<file path="src/rtl/ucu_pkg.sv">
package ucu_pkg;

    typedef logic signed [31:0] q_t;

    localparam q_t Q_MAX = 32'sh7fffffff;
    localparam q_t Q_MIN = 32'sh80000000;

    localparam int CFG_IDX_W       = 3;
    localparam int KIND_W          = 3;
    localparam int FRONT_STAGES    = 6;
    localparam int DIV_STEPS       = 4;
    localparam int DIV_NUM_W       = 48;
    localparam int DIV_STAGES      = DIV_NUM_W / DIV_STEPS;
    localparam int PIPE_STAGES     = FRONT_STAGES + DIV_STAGES + 1;

    typedef enum logic [CFG_IDX_W-1:0] {
        REG_CELL_VOLUME    = 3'd0,
        REG_INV_TIME_STEP  = 3'd1,
        REG_VISCOSITY      = 3'd2,
        REG_INV_DX_SQUARED = 3'd3,
        REG_INV_DY_SQUARED = 3'd4
    } cfg_reg_t;

    typedef enum logic [KIND_W-1:0] {
        KIND_UNUSED       = 3'd0,
        KIND_CALCULATED   = 3'd1,
        KIND_DONOR        = 3'd2,
        KIND_DONOR_BUFFER = 3'd3,
        KIND_RECEIVER     = 3'd4
    } point_kind_t;

    typedef struct packed {
        logic [31:0] cell_volume;
        logic [31:0] inv_time_step;
        logic [31:0] viscosity;
        logic [31:0] inv_dx_squared;
        logic [31:0] inv_dy_squared;
    } cfg_t;

    typedef struct packed {
        q_t   c;
        q_t   ue;
        q_t   uw;
        q_t   un;
        q_t   us;
        q_t   fe;
        q_t   fw;
        q_t   fn;
        q_t   fs;
        q_t   outflow;
        q_t   dxx;
        q_t   dyy;
        q_t   cmo;
        q_t   ddsum;
        logic active;
    } f1_t;

    typedef struct packed {
        q_t   c;
        q_t   pe;
        q_t   pw;
        q_t   pn;
        q_t   ps;
        q_t   apc;
        q_t   pdx;
        q_t   pdy;
        q_t   dd;
        q_t   t0;
        q_t   cmo;
        logic active;
    } f2_t;

    typedef struct packed {
        q_t   c;
        q_t   fc;
        q_t   fdsum;
        q_t   ndd;
        q_t   tc;
        q_t   apa;
        logic active;
    } f3_t;

    typedef struct packed {
        q_t   c;
        q_t   fc;
        q_t   tc;
        q_t   fd;
        q_t   ap;
        logic active;
    } f4_t;

    typedef struct packed {
        q_t   c;
        q_t   ap;
        q_t   nfd;
        q_t   r1;
        logic active;
    } f5_t;

    typedef struct packed {
        q_t   c;
        q_t   res;
        q_t   ap;
        logic active;
    } f6_t;

    typedef struct packed {
        q_t                   c;
        q_t                   res;
        logic                 neg;
        logic                 fault;
        logic                 active;
        logic [DIV_NUM_W-1:0] num;
        logic [31:0]          rem;
        logic [31:0]          ma;
    } div_t;

    function automatic q_t q_sat(input logic signed [34:0] v);
        if (v > 35'(Q_MAX)) return Q_MAX;
        if (v < 35'(Q_MIN)) return Q_MIN;
        return v[31:0];
    endfunction

    function automatic q_t q_add(input q_t a, input q_t b);
        return q_sat(35'(a) + 35'(b));
    endfunction

    function automatic q_t q_sub(input q_t a, input q_t b);
        return q_sat(35'(a) - 35'(b));
    endfunction

    function automatic logic signed [32:0] ux(input logic [31:0] v);
        return $signed({1'b0, v});
    endfunction

    // rounded to nearest on the magnitude, ties away from zero
    function automatic q_t q_mul(input logic signed [32:0] a, input logic signed [32:0] b);
        logic signed [65:0] p;
        logic [65:0]        m;
        logic [49:0]        r;
        p = a * b;
        m = p[65] ? 66'(-p) : 66'(p);
        r = 50'((m + 66'h8000) >> 16);
        if (p[65]) begin
            if (r > 50'd2147483648) return Q_MIN;
            return q_t'(32'(-r[31:0]));
        end
        if (r > 50'd2147483647) return Q_MAX;
        return q_t'(r[31:0]);
    endfunction

endpackage

</file>
<file path="src/rtl/ucu_div_stage.sv">
module ucu_div_stage (
    input  logic          clk,
    input  logic          en,
    input  ucu_pkg::div_t d_in,
    output ucu_pkg::div_t d_out
);
    import ucu_pkg::*;

    div_t d_reg, d_next;

    // restoring division, one quotient bit per step
    always_comb
    begin
        logic [32:0] rs;
        d_next = d_in;
        for (int k = 0; k < DIV_STEPS; k++)
        begin
            rs = {d_next.rem, d_next.num[DIV_NUM_W-1]};
            d_next.num = {d_next.num[DIV_NUM_W-2:0], 1'b0};
            if (rs >= {1'b0, d_next.ma})
            begin
                rs = rs - {1'b0, d_next.ma};
                d_next.num[0] = 1'b1;
            end
            d_next.rem = rs[31:0];
        end
    end

    always_ff @(posedge clk)
    begin
        if (en) d_reg <= d_next;
    end

    assign d_out = d_reg;

endmodule

</file>
<file path="config.mk">
export PLATFORM = sky130hd
export DESIGN_NAME = ucu_div_stage
export DESIGN_NICKNAME = d
export VERILOG_FILES = /design/src/rtl/ucu_pkg.sv /design/src/rtl/ucu_div_stage.sv
export SDC_FILE = /design/constraint.sdc
export NUM_CORES = 1
export LEC_CHECK = 0
export BUFFER_PORTS_ARGS = -buffer_cell sky130_fd_sc_hd__buf_2
export CELL_PAD_IN_SITES_DETAIL_PLACEMENT = 2
export CELL_PAD_IN_SITES_GLOBAL_PLACEMENT = 2
export CORE_UTILIZATION = 30
export CTS_CLUSTER_SIZE = 16
export DETAILED_ROUTE_END_ITERATION = 8
export GPL_TIMING_DRIVEN = 1
export HOLD_SLACK_MARGIN = 0.06
export PLACE_DENSITY = 0.88
export SKIP_CTS_REPAIR_TIMING = 1
export SLEW_MARGIN = 20
export SYNTH_ARGS = -nofsm -noshare
export SYNTH_HDL_FRONTEND = slang
export SYNTH_SLANG_ARGS = --single-unit
</file>
<file path="constraint.sdc">
create_clock -name clk -period 14.4 [get_ports clk]
set_input_delay 2.88 -clock clk [delete_from_list [all_inputs] [get_ports clk]]
set_output_delay 2.88 -clock clk [all_outputs]
set_load 0.02 [all_outputs]
</file>
==> flow_summary.toml <==
[power_and_ir_drop]
sw_frac_of_total = 0.4335
p_sw_mw = 2.135
p_leak_nw = 7.910
combPwrFrac = 0.740
p_int_mw = 2.790
seqPwrFrac = 0.162
power_density_nw_per_um2 = 278.9
clkPwrFrac = 0.099
ir_drop_v = 0.0001228

[critical_path]
cp_max_fo = 33
cp-start-kind = "primary input"
critPathSlowestCell = "a2111oi_4"
critPathArrivalTime_ns = 14.17
endpoint_kind = "register"
path_class = "primary input to register"
max_stage_delay_ns = 0.47
critical_path_required_ns = 14.60

[floorplan]
core_um2 = 43460
num_io_pins = 360
die_area_um2 = 45290
fp-row-count = 76
initial_core_util = 0.3068
fp.dieW_um = 212.8
die_height_um = 212.8

[clock_network]
clockBufferDepth = 2
cts.clk_slew.worst_paths_ns = 0.07
numCtsBuffers = 17
root_buffer = "clkbuf_16"
cts_max_level = 4
cts_tree = "built"
cts.sinks = 179

[route]
wl_per_cell_um = 24.73
wirelength_um = 58560
drt_iter0_drc = 534
drc_errors = 0
ant_nets = 0
via_per_inst = 5.242
firstDrtPassIters = 5
vias = 12410

[place]
routabilityCongestion = 0.8900
dp_hpwl_um = 48440
port_buffers = 359

[sta]
max_freq_ghz = 0.07160
tightest_slew_ns = 0.9919
relSlewSlack = 0.3388
hold_viol_final = 0
setup_viol_count_final = 0
period_needed_ns = 13.97
post-route-period-util = 0.9700
whs_ns = 2.595
drv_slew = 0
tns_ns = 0

[worst_hold_path]
worstHoldPathCells = 1
whs_endpoint = "d_out[132]$_DFFE_PP_"
hold_start = "d_in[132]"
holdCritPathClass = "primary input to register"

[synthesis]
synthAdderAreaFrac = 0.1261
synth_top_area_cell = "edfxtp_1"
syn-instance-count = 1259
avgSynthCellArea_um2 = 10.59
synth_ff_type = "edfxtp_1"
synth_area_um2 = 13330
synth-async-reset-ratio = 0
synth_top_family_by_area = "compound AO/OA/AOI/OAI gates"
synth_top_area_share = 0.4032
synthSimpleGateAreaFrac = 0.1031
synth.area.mux_share = 0.09085
yosys_warnings = 0
syn_nets = 1572
seq_area_frac_synth = 0.4032
synth_edf_count = 179
synth_xor_area_frac = 0.06767
synth_compound_area_frac = 0.1769
synth_cell_type_count = 75
synthTopCellsByArea = "edfxtp_1, ha_1, mux2_2"
yosys_register_bits = 179

[final_layout]
final_common_cell = "buf_2"
drive_above_1_share = 0.3771
final_util = 0.4064
nFillCells = 4677
multi_input_area_um2 = 7664
seqCellArea_um2 = 5375
largest_reg_flops = 179
area_delta_synth_final_pct = 32.47
num-nets-final = 2074
layout_common_cells = "buf_2, edfxtp_1, buf_4, ha_1, a21oi_1"

[global_routing]
grt_pass1_vias = 13690
grt_use_total = 0.2491
grt_pass1_wl_um = 84020
antenna_found_initial = 10
overflow = 0
grt_max_degree = 111

[job]
drv_cap = 0

[status]
outcome = "completed"
## logic make-up (layout without fill, tap and decap cells)
kind of cell	Yosys count	after routing
XOR/XNOR	103	103
AO/OA/AOI/OAI	360	360
other	0	9
buffers and inverters	102	617
multiplexers	99	99
AND/OR/NAND/NOR	284	284
adder cells (fa/ha/maj)	132	132
flip-flops	179	179
## worst max-delay path: cells and delay by family
| family | cells | cell delay [ns] |
|---|---|---|
| buffers and inverters | 7 | 1.12 |
| adders and majority gates | 4 | 1.24 |
| AOI/OAI and AO/OA | 20 | 5.28 |
| and+or+nand+nor | 14 | 2.11 |
| muxes | 5 | 1.50 |
## metrics by stage
step	power (mW)	setup slack, ns	cells	cell area (um^2)
after floorplan	3.102	0.1631	1259	13330
after global placement	4.104	0.1190	2323	16880
after detailed placement	4.379	-0.6822	2323	16880
after CTS	4.910	-0.2216	2355	17470
after global routing	5.195	-0.02655	2366	17660
final	4.925	0.4326	2368	17660
## routing by layer
layer,GRT usage,vias up,share of wire
met5,0,-,0.00022
met4,0.09253,2,0.027
met3,0.03265,73,0.040
met2,0.4770,318,0.53
met1,0.2770,6271,0.40
li1,-,5750,-
## Yosys cell counts (all sizes together) (4+ instances only)
master and instances:
mux2 89, a211oi 12, a41oi 4, o21bai 17, nand2 60, a221o 4
nand2b 18, o211ai 11, a2111oi 5, a211o 5, or3 8, xnor2 77
nor2 92, a21o 45, a21boi 5, a21oi 122, mux2i 10, o31ai 6
inv 73, ha 128, nand4 13, a31oi 12, fa 4, clkbuf 11
or4 5, nor3 26, xor2 26, nand3 19, nor2b 15, edfxtp 179
o21ai 66, buf 17, and3 10, and2 5, a31o 4, o21a 14
## power by group through the flow
stage	combinational, mW	clock, mW	sequential [mW]
after CTS	3.61	0.498	0.800
after detailed placement	3.57	0	0.810
after floorplan	2.20	0	0.905
after global placement	3.30	0	0.799
after global routing	3.88	0.512	0.804
final	3.64	0.486	0.797
## how the worst max path moves through the flow
stage	from	to	slack, ns
after floorplan	d_in[11]	d_out[35]$_DFFE_PP_	0.16
after global placement	d_in[0]	d_out[44]$_DFFE_PP_	0.12
after detailed placement	d_in[0]	d_out[45]$_DFFE_PP_	-0.68
after CTS	d_in[0]	d_out[45]$_DFFE_PP_	-0.22
after global routing	d_in[11]	d_out[45]$_DFFE_PP_	-0.03
final	d_in[11]	d_out[54]$_DFFE_PP_	0.43
## layout make-up
cell class                 instances  area share
tap                              585     0.04145
sequential                       179      0.3044
inverter                          74     0.01594
clock buffer                      20     0.02473
multi-input combinational        978      0.4339
timing repair buffer             511      0.1699
antenna                            9    0.001275
clock inverter                    12    0.008431
Note: power is estimated with default switching activity, not from simulation.
